`src/hw/rtl/floppy_track_bit_stream_unit_defines.svh`:
```
// Assertion macros for the floppy track bit stream unit
`ifndef FLOPPY_TRACK_BIT_STREAM_UNIT_DEFINES_SVH
`define FLOPPY_TRACK_BIT_STREAM_UNIT_DEFINES_SVH
// Assert that a condition implies a consequence in the same cycle
`define FTB_ASSERT_IMP(lbl, clk, rstn, ante, cons) \
  lbl: assert property (@(posedge clk) disable iff (!rstn) (ante) |-> (cons)) \
    else $error("assertion failed");
// Assert that a condition implies a consequence in the next cycle
`define FTB_ASSERT_NEXT(lbl, clk, rstn, ante, cons) \
  lbl: assert property (@(posedge clk) disable iff (!rstn) (ante) |=> (cons)) \
    else $error("assertion failed");
`endif

```
`src/hw/rtl/ftbs_pkg.sv`:
```
// ---------------------------------------------------------------------------
// ftbs_pkg
// Types and constants shared by the floppy track bit stream unit.
// ---------------------------------------------------------------------------
`timescale 1ns / 1ps
package ftbs_pkg;
  localparam int unsigned NumQtracks = 160;
  localparam int unsigned TrackBytes = 8192;
  localparam int unsigned QtW = 8;
  localparam int unsigned BpW = $clog2(TrackBytes);
  localparam int unsigned StoreAw = QtW + BpW;

  localparam logic [2:0] ReqRotate = 3'd0;
  localparam logic [2:0] ReqRead   = 3'd1;
  localparam logic [2:0] ReqWrite  = 3'd2;
  localparam logic [2:0] ReqSetLen = 3'd3;
  localparam logic [2:0] ReqLoad   = 3'd4;

  localparam logic CfgDiskLoaded   = 1'b0;
  localparam logic CfgWriteEnabled = 1'b1;

  typedef struct packed {
    logic [2:0]  req_type;
    logic [7:0]  quarter_track;
    logic        write_value;
    logic [15:0] track_length;
    logic [12:0] byte_index;
    logic [7:0]  byte_value;
  } req_t;

  typedef struct packed {
    logic        read_bit;
    logic        track_present;
    logic [15:0] bit_position;
    logic        was_modified;
    logic        status;
  } res_t;

  typedef enum logic [3:0] {
    StIdle, StLenRd, StLenWait, StOldRd, StOldWait, StDivRun, StDivDone,
    StStRd, StStWait, StStWr, StNbNext, StFinish
  } state_e;

  // Divider request/response between the controller and the divide unit
  typedef struct packed {
    logic        start;
    logic [33:0] dividend;
    logic [16:0] divisor;
  } div_req_t;

  typedef struct packed {
    logic        busy;
    logic        done;
    logic [33:0] quotient;
  } div_rsp_t;
endpackage

```
`src/hw/rtl/ftbs_divider.sv`:
```
// ---------------------------------------------------------------------------
// ftbs_divider
// Radix-2 restoring divider, one quotient bit a cycle.
// ---------------------------------------------------------------------------
`timescale 1ns / 1ps
module ftbs_divider (
  input  logic                clk_i,
  input  logic                rst_ni,
  input  ftbs_pkg::div_req_t  req_i,
  output ftbs_pkg::div_rsp_t  rsp_o
);
  logic [33:0] quo_q, quo_d;
  logic [16:0] rem_q, rem_d;
  logic [16:0] dvs_q, dvs_d;
  logic [5:0]  cnt_q, cnt_d;
  logic        busy_q, busy_d, done_q, done_d;
  logic [17:0] trial;

  always_comb begin
    quo_d  = quo_q;
    rem_d  = rem_q;
    dvs_d  = dvs_q;
    cnt_d  = cnt_q;
    busy_d = busy_q;
    done_d = 1'b0;
    trial  = {rem_q, quo_q[33]};
    if (req_i.start) begin
      quo_d  = req_i.dividend;
      rem_d  = '0;
      dvs_d  = req_i.divisor;
      cnt_d  = 6'd34;
      busy_d = 1'b1;
    end else if (busy_q) begin
      if (trial >= {1'b0, dvs_q}) begin
        rem_d = 17'(trial - {1'b0, dvs_q});
        quo_d = {quo_q[32:0], 1'b1};
      end else begin
        rem_d = trial[16:0];
        quo_d = {quo_q[32:0], 1'b0};
      end
      cnt_d = cnt_q - 6'd1;
      if (cnt_q == 6'd1) begin
        busy_d = 1'b0;
        done_d = 1'b1;
      end
    end
  end

  always_ff @(posedge clk_i or negedge rst_ni) begin
    if (!rst_ni) begin
      busy_q <= 1'b0;
      done_q <= 1'b0;
      cnt_q  <= '0;
    end else begin
      busy_q <= busy_d;
      done_q <= done_d;
      cnt_q  <= cnt_d;
    end
  end

  always_ff @(posedge clk_i) begin
    quo_q <= quo_d;
    rem_q <= rem_d;
    dvs_q <= dvs_d;
  end

  assign rsp_o.busy     = busy_q;
  assign rsp_o.done     = done_q;
  assign rsp_o.quotient = quo_q;
endmodule

```
`config.mk`:
```
export PLATFORM = sky130hd
export DESIGN_NAME = ftbs_divider
export DESIGN_NICKNAME = d
export VERILOG_FILES = /design/src/hw/rtl/floppy_track_bit_stream_unit_defines.svh /design/src/hw/rtl/ftbs_pkg.sv /design/src/hw/rtl/ftbs_divider.sv
export SDC_FILE = /design/constraint.sdc
export NUM_CORES = 1
export LEC_CHECK = 0
export BUFFER_PORTS_ARGS = -buffer_cell sky130_fd_sc_hd__buf_2
export CAP_MARGIN = 10
export CORE_MARGIN = 5
export CORE_UTILIZATION = 40
export DETAILED_ROUTE_END_ITERATION = 7
export GPL_TIMING_DRIVEN = 0
export HOLD_SLACK_MARGIN = 0.03
export SYNTH_ARGS = -nofsm -noshare
export SYNTH_HDL_FRONTEND = slang
export SYNTH_SLANG_ARGS = --single-unit
```
`constraint.sdc`:
```
create_clock -name clk_i -period 4.9 [get_ports clk_i]
set_input_delay 0.245 -clock clk_i [delete_from_list [all_inputs] [get_ports clk_i]]
set_output_delay 0.245 -clock clk_i [all_outputs]
set_load 0.005 [all_outputs]
```
### After elaboration in Yosys (flattened, before gate mapping)

Index checks and enable logic that the tools add are counted.

| storage, ports and cells | value |
|---|---|
| bits in registers | 76 |
| latch bits | 0 |
| bits in writable memories | 0 |
| bits in read-only memories | 0 |
| input bits | 54 |
| output and inout port bits | 36 |
| word-level logic and storage cells | 23 |
| memories | 0 |

| operators by class | value |
|---|---|
| add/sub/neg operators | 2 |
| multipliers | 0 |
| div/mod/pow operators | 0 |
| order comparisons | 1 |
| eq/ne operators | 1 |
| shift operators | 0 |
| muxes and demuxes | 12 |
| bitwise operators | 0 |
| reduce and logical (&&, ||, !) cells | 1 |

Operators by type and width:

| cell | count |
|---|---|
| $mux 34 | 2 |
| $ge 18x17->1 | 1 |
| $mux 17 | 1 |
| $sub 17x17->17 | 1 |
| $mux 6 | 2 |
| $mux 1 | 7 |
| $eq 6x1->1 const B | 1 |
| $sub 6x1->6 const B | 1 |
| $reduce_bool 2->1 | 1 |

### Depth between registers and ports, before layout

Gate-level depths: netlist of the first run.

| logic depth | value |
|---|---|
| depth after elaboration | 4 |
| mapped depth | 13 |

### Least setup slack after synthesis of the first run

No wires, ideal clock.

| timing path | value |
|---|---|
| path type | reg2reg |
| from | reg quo_q[33] |
| to | reg rem_q[9] |
| setup time | 0.136 ns |
| arrival | 2.501 ns |
| data required time | 4.764 ns |
| setup slack | 2.263 ns |
| cell stages (with the launch flop) | 14 |
| period minus slack after synthesis | 2.637 ns |
| cells stage by stage | edfxtp_1 > inv_1 > ha_1 > inv_1 > fa_1 > a21o_1 > a311o_1 > o21ai_2 > a211o_1 > and3_1 > buf_4 > buf_12 > mux2i_1 > a211oi_2 |

| on the way | value |
|---|---|
| longest elaborated chain between the ends | 2 |
| elaborated cells on any way between the ends | 3 |
| classes of those cells | add/sub: 1; order compare: 1; mux: 1 |

RTL lines:

| item | line | text |
|---|---|---|
| start, declared | ftbs_divider.sv:12 | `logic [33:0] quo_q, quo_d;` |
| start signal, assigned | ftbs_divider.sv:62 | `quo_q <= quo_d;` |
| $sub 17x17->17 or $ge 18x17->1 (tied branches) | ftbs_divider.sv:35, ftbs_divider.sv:34 |  |
| $mux 17 * | ftbs_divider.sv:34 | `if (trial >= {1'b0, dvs_q}) begin` |
| end signal, assigned | ftbs_divider.sv:63 | `rem_q <= rem_d;` |
| end, declared | ftbs_divider.sv:13 | `logic [16:0] rem_q, rem_d;` |

Every way passes the cells marked *; elsewhere a longest branch is shown, timed or not.
A chain may end at the register's enable or synchronous reset.

### Final worst setup path of the first run

| timing path | value |
|---|---|
| from | reg quo_q[33] |
| to | reg quo_q[0] (data pin) |

| on the way | value |
|---|---|
| longest elaborated chain between the ends | 4 |

RTL lines:

| item | line | text |
|---|---|---|
| $ge 18x17->1 | ftbs_divider.sv:34 |  |
| $mux 1 | ftbs_divider.sv:34 |  |
| $mux 34 | ftbs_divider.sv:33 | `end else if (busy_q) begin` |
| $mux 34 | ftbs_divider.sv:27 | `if (req_i.start) begin` |
| via quo_d[0] | ftbs_divider.sv:12 |  |

The timed path passes the listed nets, and every way through them passes these cells. The select of a mux whose other input is x is not followed.

==> out/summary.txt, run 1 <==
status: finished, final reports clean
Synth Cell Area: 3870 µm²
hold depth: 1
syn nets: 399
die width: 108 µm
largest area contributor in the netlist: edfxtp_1
DRT Pass-1 Iters: 6
type of origin of the critical path: flop
Via density: 4.99
Final Total Pwr: 1.71 mW
most numerous cell in the Yosys netlist: edfxtp_1
post-route ant nets: 0
Iter 0 DRT Violations: 115
Reg clk slew, reported paths: 0.08 ns
Post-synth EDFFs: 51
Placer Congestion: 0.825
Die Area: 11700 µm²
Worst Path Required: 4.98 ns
Crit Path Class: flop to flop
Synthesis Warnings: 0
static leakage: 2.07 nW
global-route track usage on met1: 19.1%
Fin. Hold Viols: 0
Max-Cap Viols: 0
hold worst-path end: dvs_q[6]
Routed wire per std cell: 14.9 µm
Final Util: 50.5%
sequential cell area fraction in the yosys report: 53.6%
register bit total from synthesis: 76
htree depth: 3
Core Area: 9330 µm²
beginning of the worst hold path: req_i[6]
pre-CTS WS: 1.90 ns
R2R depth: 12
Sinks on Clock Net: 76
crit end category: flop
FF-to-FF Start: quo_q[33]
DR DRC count: 0
Die H: 108 µm
worst setup margin: 1.98 ns
antenna violations before repair: 1
CTS max path bufs: 2
top_reg_cell synth: edfxtp_1
nets: 501
Finish-stage setup viols: 0
fin crit share: 59.6%
Critical R2R Capture: quo_q[0]
Worst R2R Setup Slack: 1.98 ns
PD cells: 363 nW/µm²
clock latency on the worst-skew pair: 0.35 ns
largest net degree at the start of global routing: 21
Post-synth top cells: 51 x edfxtp_1, 33 x mux2_2, 23 x nand2_1, 22 x inv_1, 19 x ha_1
Least-Margin Pin Slew: 0.650 ns
fin. max-slew vios: 0
gr busiest metal: met2
CTS tree: done
layout cells sized above 1: 34.3%
min cycle time layout: 2.92 ns
All-Layer GR Usage: 15.0%
I/O Pins: 90
Initial Util: 41.5%
FP Rows: 35
skew final: 0.00937 ns
Hold Worst Slack: 0.0686 ns
Fin Setup TNS: 0 ns
asr flop ratio synth: 10.5%
worst path arrival time: 3.00 ns
critical-path maximum fanout: 10
RSZ-0062 raised after global routing: false
post-cts sizing count: 0
grt ovf: 0
synth top area cells: edfxtp_1 40%, mux2_2 9.6%, dfxtp_1 8.8%
CTS root buf: clkbuf_8
Post-Synthesis Cells: 325
TritonCTS buffer count: 9
Slew HR: 56.6%
PortBufs: 89
Max VDD drop: 0.175 mV
min-delay worst type: input port to flop
Area Overhead vs Synth: 21.9%
maximum clock rate: 0.343 GHz
first-pass GRT wire length: 13.7 mm
met3 global-route usage: 5.01%
DP HPWL: 6.25 mm
GR Util met2: 23.9%
synth unique cells: 46
Vias: 2806
mean post-synth cell area: 11.9 µm²
number of global-route vias before repair: 2829
DRT Wirelength: 8.39 mm
post-synth top area share: 39.6%
==> flip-flops by register name, summed over array words and instances, names as in the netlist <==
name	flops
busy_q	1
cnt_q	6
done_q	1
dvs_q	17
quo_q	34
rem_q	17
==> stage by stage <==
stage | instances | instance area (µm²)
after floorplan | 325 | 3870
after global placement | 543 | 4470
after detailed placement | 544 | 4500
after CTS | 561 | 4710
after global routing | 561 | 4710
final | 562 | 4710
==> worst max-delay path by stage <==
stage | depth (start not counted) | end | from
global route | 11 | rem_q[16] | quo_q[33]
finish | 12 | quo_q[0] | quo_q[33]
floorplan | 13 | rem_q[9] | quo_q[33]
detailed placement | 6 | quo_q[17] | req_i[51]
CTS | 12 | quo_q[0] | quo_q[33]
global placement | 5 | quo_q[17] | req_i[51]
==> area by class of cell <==
class	instances	area (µm²)
flip-flops and latches	76	2070
plain buffers	14	81.3
diodes	1	2.50
well taps	129	161
clock buffers	9	124
inverters	22	82.6
clock inverters	7	76.3
repair buffers	91	483
multi-input cells	213	1630
fillers	893	4610
==> cell families (layout without fill, tap and decap cells) <==
| family | Yosys count | after routing | share of synthesized area (%) |
|---|---|---|---|
| AOI/OAI and AO/OA | 61 | 61 | 10.2 |
| DFF | 76 | 76 | 53.6 |
| buffers and inverters | 36 | 143 | 4.24 |
| other | 0 | 1 | 0 |
| adders and majority gates | 20 | 20 | 6.66 |
| and+or+nand+nor | 69 | 69 | 8.57 |
| muxes | 43 | 43 | 12.2 |
| xor gates and xnor gates | 20 | 20 | 4.53 |
==> routing by layer <==
| layer | share of wire, % | routed length [µm] | up-vias |
|---|---|---|---|
| li1 | - | - | 1390 |
| met1 | 43 | 3640 | 1329 |
| met2 | 48 | 4050 | 70 |
| met3 | 6.6 | 552 | 15 |
| met4 | 1.6 | 133 | 2 |
| met5 | 0.13 | 11 | - |
==> worst max-delay path, cell delays in order (launching register included) <==
cell,delay [ns]
edfxtp_1,0.44
inv_1,0.08
ha_1,0.15
inv_1,0.05
fa_1,0.39
a21o_1,0.21
a311o_1,0.38
o21ai_2,0.13
a211o_1,0.16
and3_1,0.14
buf_4,0.15
buf_2,0.25
mux2i_1,0.11
==> layout by cell type (no fill, tap or decap), types with 9 or more instances in the layout <==
master    count
a21oi_1      14
buf_2        90
clkbuf_8      9
dfxtp_1      17
edfxtp_1     51
ha_1         19
inv_1        22
mux2_2       33
mux2i_1      10
nand2_1      23
nor2_1       18
o21ai_0       9
o21ai_1      11
xor2_1       13
==> power by group <==
group,internal (mW),leakage [nW],switching [mW]
clock,0.239,0.101,0.250
sequential,0.767,0.761,0.0472
combinational,0.198,1.21,0.212
==> what timing repair did <==
item                                   CTS  global route
endpoints found under the hold margin    8             0
hold buffers                             1             0
buffers inserted                         0             0
Power figures use the tool's default switching activity.
==> run 2: changes to the inputs <==
--- a/config.mk
+++ b/config.mk
@@ -5,6 +5,7 @@
 export SDC_FILE = /design/constraint.sdc
 export NUM_CORES = 1
 export LEC_CHECK = 0
+export ABC_AREA = 1
 export BUFFER_PORTS_ARGS = -buffer_cell sky130_fd_sc_hd__buf_2
 export CAP_MARGIN = 10
 export CORE_MARGIN = 5
==> constraint.sdc (replaced) <==
create_clock -name clk_i -period 2.9 [get_ports clk_i]
set_input_delay 0.145 -clock clk_i [delete_from_list [all_inputs] [get_ports clk_i]]
set_output_delay 0.145 -clock clk_i [all_outputs]
set_load 0.005 [all_outputs]
==> out/summary.txt, run 2 <==
pre-CTS WS: 0.491 ns
hold depth: 3
skew final: 0.00661 ns
top_reg_cell synth: edfxtp_1
Sinks on Clock Net: 76
beginning of the worst hold path: req_i[31]
grt ovf: 0
DRT Wirelength: 10.7 mm
antenna fix cells: 0
FP Rows: 38
DP Cell Count: 792
I/O Pins: 90
Area Overhead vs Synth: 26.5%
DR DRC count: 0
Worst Path Required: 3.16 ns
fin. max-slew vios: 0
Core Area: 10800 µm²
Top Registers: quo_q x34, dvs_q x17, rem_q x17
CTS max path bufs: 2
All-Layer GR Usage: 17.4%
synth unique cells: 33
TritonCTS buffer count: 9
first-pass GRT wire length: 18.1 mm
Filler cells: 1054
worst setup margin: 0.677 ns
Fin. Hold Viols: 0
DP HPWL: 8.02 mm
Finished Cell Area: 5540 µm²
status: finished, final reports clean
Hold Worst Slack: 0.0541 ns
Final Total Pwr: 3.98 mW
post-cts sizing count: 0
Final Util: 51.3%
number of global-route vias before repair: 3951
critical-path maximum fanout: 4
crit end category: flop
Die Area: 13100 µm²
static leakage: 2.93 nW
post-route ant nets: 0
Placer Congestion: 0.894
sequential cell area fraction in the yosys report: 47.3%
Vias: 3898
max FFs per register: 34
most numerous cell in the Yosys netlist: nand2_1
Slew HR: 42.7%
Max VDD drop: 0.317 mV
nets: 767
maximum clock rate: 0.450 GHz
Synthesis Warnings: 0
asr flop ratio synth: 10.5%
Worst R2R Setup Slack: 0.68 ns
largest net degree at the start of global routing: 41
most frequent cells in the layout: 234 x nand2_1, 89 x buf_2, 82 x inv_1
Post-synth EDFFs: 51
min cycle time layout: 2.22 ns
syn nets: 637
die width: 115 µm
Post-Synthesis Cells: 563
antenna violations before repair: 0
CTS tree: done
Reg with most FFs: quo_q
type of origin of the critical path: flop
Via density: 4.66
register bit total from synthesis: 76
mean post-synth cell area: 7.78 µm²
Least-Margin Pin Slew: 0.860 ns
Reg clk slew, reported paths: 0.08 ns
layout cells sized above 1: 18.4%
Critical R2R Capture: rem_q[14]
R2R depth: 14
worst path arrival time: 2.48 ns
RSZ-0062 raised after global routing: false
commonest non-fill, non-tap cell in the layout: nand2_1
Synth Cell Area: 4380 µm²
fin crit share: 76.7%
PortBufs: 89
Routed wire per std cell: 12.8 µm
FF-to-FF Start: quo_q[33]
Finish-stage setup viols: 0
post-synth top area share: 35.0%
min-delay worst type: input port to flop
PD cells: 719 nW/µm²
Post-synth top cells: 234 x nand2_1, 83 x inv_1, 51 x edfxtp_1, 45 x nand3_1, 20 x nor2_1
buffer count from post-CTS setup fixing: 0
Max-Cap Viols: 0
Fin Setup TNS: 0 ns
hold worst-path end: quo_q[14]
CTS root buf: clkbuf_8
Crit Path Class: flop to flop
DRT Pass-1 Iters: 5
non-filler cells, final: 837
Initial Util: 40.6%
htree depth: 3
synth top area cells: edfxtp_1 35%, nand2_1 20%, dfxtp_1 7.8%
clock latency on the worst-skew pair: 0.36 ns
Iter 0 DRT Violations: 176
largest area contributor in the netlist: edfxtp_1
Die H: 115 µm
Placed Area: 5000 µm²
==> run 2: worst max path at each step <==
stage | startpoint | end | slack (ns)
global placement | req_i[51] | quo_q[12] | 0.06
floorplan | quo_q[33] | quo_q[0] | 0.96
finish | quo_q[33] | rem_q[14] | 0.68
global route | quo_q[33] | rem_q[16] | 0.45
detailed placement | req_i[51] | quo_q[14] | 0.49
CTS | quo_q[33] | quo_q[0] | 0.68
==> run 2: critical path, stage by stage, from the launching register on <==
cell	delay, ns
edfxtp_1	0.39
inv_1	0.11
ha_1	0.15
inv_1	0.10
fa_1	0.45
nand3_1	0.11
nand3_1	0.16
nand2_1	0.11
nand2_1	0.11
nand2_1	0.13
nand2_1	0.06
nand2_1	0.06
nand3_1	0.07
nand2_1	0.07
nand2_1	0.04
==> run 2: what timing repair did <==
action | in CTS | in global routing
setup endpoints to repair | 0 | 0
hold endpoints to repair | 37 | 0
hold buffers | 30 | 0
==> run 2: final cells by class <==
cell class / count / area, µm² / share of cell area (%)
plain buffers: 17 / 123 / 2.21
clock buffers: 9 / 124 / 2.24
clock inverters: 6 / 114 / 2.06
inverters: 83 / 312 / 5.63
multi-input cells: 387 / 1870 / 33.8
flip-flops and latches: 76 / 2070 / 37.4
well taps: 140 / 175 / 3.16
repair buffers: 119 / 746 / 13.5
==> run 2: cells by family (layout without fill, tap and decap cells) <==
logic type,count (synthesis),count (layout),synth area share (%)
buf+inv,100,234,9.91
flops,76,76,47.3
xor+xnor,7,7,1.40
simple gates,331,331,31.9
compound gates,29,29,3.54
fa+ha+maj,20,20,5.89
==> run 2: per-layer routing <==
metal	vias up	wire, µm	track usage, %
met5	-	0	0
met4	0	267	6.65
met3	19	828	7.24
met2	95	4700	27.1
met1	1753	4900	21.4
li1	2031	-	-
==> run 2: report_power, final <==
| group | switching (mW) | internal [mW] | total [mW] | leakage [nW] |
|---|---|---|---|---|
| logic | 0.927 | 0.645 | 1.57 | 2.04 |
| clock network | 0.401 | 0.568 | 0.969 | 0.112 |
| registers | 0.102 | 1.34 | 1.44 | 0.776 |
| total | 1.43 | 2.55 | 3.98 | 2.93 |
==> run 3: changes to the inputs <==
==> constraint.sdc (replaced) <==
create_clock -name clk_i -period 1.9 [get_ports clk_i]
set_input_delay 0.095 -clock clk_i [delete_from_list [all_inputs] [get_ports clk_i]]
set_output_delay 0.095 -clock clk_i [all_outputs]
set_load 0.005 [all_outputs]
==> out/summary.txt, run 3 (synthesized netlist as in run 2, its figures left out) <==
status: finished, violations left
failing checks: setup timing
DRT Pass-1 Iters: 4
layout cells sized above 1: 29.1%
Crit Path Class: flop to flop
min cycle time layout: 1.97 ns
antenna fix cells: 0
Fin Setup TNS: -0.268 ns
I/O Pins: 90
fin crit share: 104%
Worst Path Required: 2.20 ns
Placer Congestion: 0.887
max FFs per register: 34
clock latency on the worst-skew pair: 0.37 ns
Clock Power Share: 17.3%
Placed Area: 5000 µm²
Sequential Power Share: 33.5%
Die H: 115 µm
most frequent cells in the layout: 221 x nand2_1, 89 x buf_2, 72 x inv_1
FP Rows: 38
grt ovf: 0
type of origin of the critical path: flop
PortBufs: 89
Finished Cell Area: 6410 µm²
skew final: 0.00900 ns
Reg clk slew, reported paths: 0.08 ns
non-filler cells, final: 892
Die Area: 13100 µm²
DRT Wirelength: 12.2 mm
critical-path maximum fanout: 2
largest net degree at the start of global routing: 41
nets: 821
Logic pwr share: 49.2%
CTS max path bufs: 2
die width: 115 µm
DP Cell Count: 792
Least-Margin Pin Slew: 0.823 ns
Top Registers: quo_q x34, dvs_q x17, rem_q x17
first-pass GRT wire length: 19.6 mm
post-route ant nets: 0
TritonCTS buffer count: 9
Area Overhead vs Synth: 46.4%
Vias: 4248
crit end category: flop
Routed wire per std cell: 13.7 µm
Iter 0 DRT Violations: 185
Int Power: 4.15 mW
min-delay worst type: input port to asynchronous set/reset pin
htree depth: 3
CTS tree: done
antenna violations before repair: 0
Reg with most FFs: quo_q
RSZ-0062 raised after global routing: true
P_sw: 2.61 mW
Max VDD drop: 0.671 mV
worst setup margin: -0.0736 ns
CTS root buf: clkbuf_8
Via density: 4.76
Finish-stage setup viols: 12
DP HPWL: 8.08 mm
commonest non-fill, non-tap cell in the layout: nand2_1
Core Area: 10800 µm²
worst path arrival time: 2.27 ns
number of global-route vias before repair: 4296
Max-Cap Viols: 0
sw frac: 38.6%
PD cells: 1050 nW/µm²
fin. max-slew vios: 0
Initial Util: 40.6%
static leakage: 3.21 nW
All-Layer GR Usage: 18.9%
Sinks on Clock Net: 76
Fin. Hold Viols: 0
Slew HR: 44.9%
maximum clock rate: 0.507 GHz
DR DRC count: 0
[run 3: area by class of cell]
class | instances | area [µm²]
flip-flops and latches | 76 | 2070
multi-input cells | 387 | 2240
clock buffers | 10 | 138
fillers | 948 | 4380
inverters | 83 | 314
well taps | 140 | 175
repair buffers | 173 | 1290
plain buffers | 17 | 134
clock inverters | 6 | 47.5
[run 3: final timing paths]
path                       cells past startpoint  slack, ns        end  startpoint
max                                           14      -0.07   rem_q[0]   quo_q[33]
min                                            2       0.09     busy_q      rst_ni
max reg2reg                                   14      -0.07   rem_q[0]   quo_q[33]
min reg2reg                                    2       0.49  rem_q[16]   rem_q[16]
max in group asynchronous                      2       1.63   cnt_q[2]      rst_ni
min in group clk_i                             3       0.12   quo_q[0]   req_i[17]
[run 3: power by group through the flow]
stage	Sequential, mW	Combinational (mW)	Clock [mW]
after floorplan	2.21	1.76	0
after global placement	2.22	2.33	0
after detailed placement	2.23	2.35	0
after CTS	2.22	2.73	1.22
after global routing	2.30	3.71	1.28
final	2.26	3.33	1.17
[run 3: through the flow]
| step | util, % | hold WS, ns | power (mW) | setup WS (ns) |
|---|---|---|---|---|
| after detailed placement | 46.3 | -0.0508 | 4.58 | -0.453 |
| after global placement | 46.3 | -0.0498 | 4.55 | -0.960 |
| final | 59.4 | 0.0939 | 6.76 | -0.0736 |
| after global routing | 59.4 | 0.0914 | 7.29 | -0.175 |
| after floorplan | - | -0.201 | 3.97 | 0.0183 |
| after CTS | 56.0 | 0.0705 | 6.17 | -0.0985 |
[run 3: worst max-delay path, stage by stage, from the launching register on]
cell and delay [ns]:
edfxtp_1 0.37, inv_2 0.07, buf_4 0.13, buf_4 0.12, buf_4 0.12, buf_4 0.12, buf_4 0.12, buf_4 0.12
buf_4 0.12, buf_4 0.12, buf_4 0.12, buf_4 0.12, nand3_2 0.07, nand3_1 0.08, o21ai_1 0.11
[run 3: routing by layer]
| layer | GRT usage (%) | share of wire (%) |
|---|---|---|
| met4 | 7.60 | 2.4 |
| met1 | 23.8 | 46 |
| met3 | 5.34 | 5.2 |
| met5 | 0 | 0 |
| met2 | 30.5 | 47 |
[run 3: repair_timing]
item / 4_1_cts / 5_1_grt
resized for setup: 34 / 53
hold buffers: 51 / 0
cloned: 2 / 2
buffers inserted: 21 / 9
endpoints found under the setup margin: 52 / 18
pin swaps: 10 / 7
endpoints found under the hold margin: 58 / 0
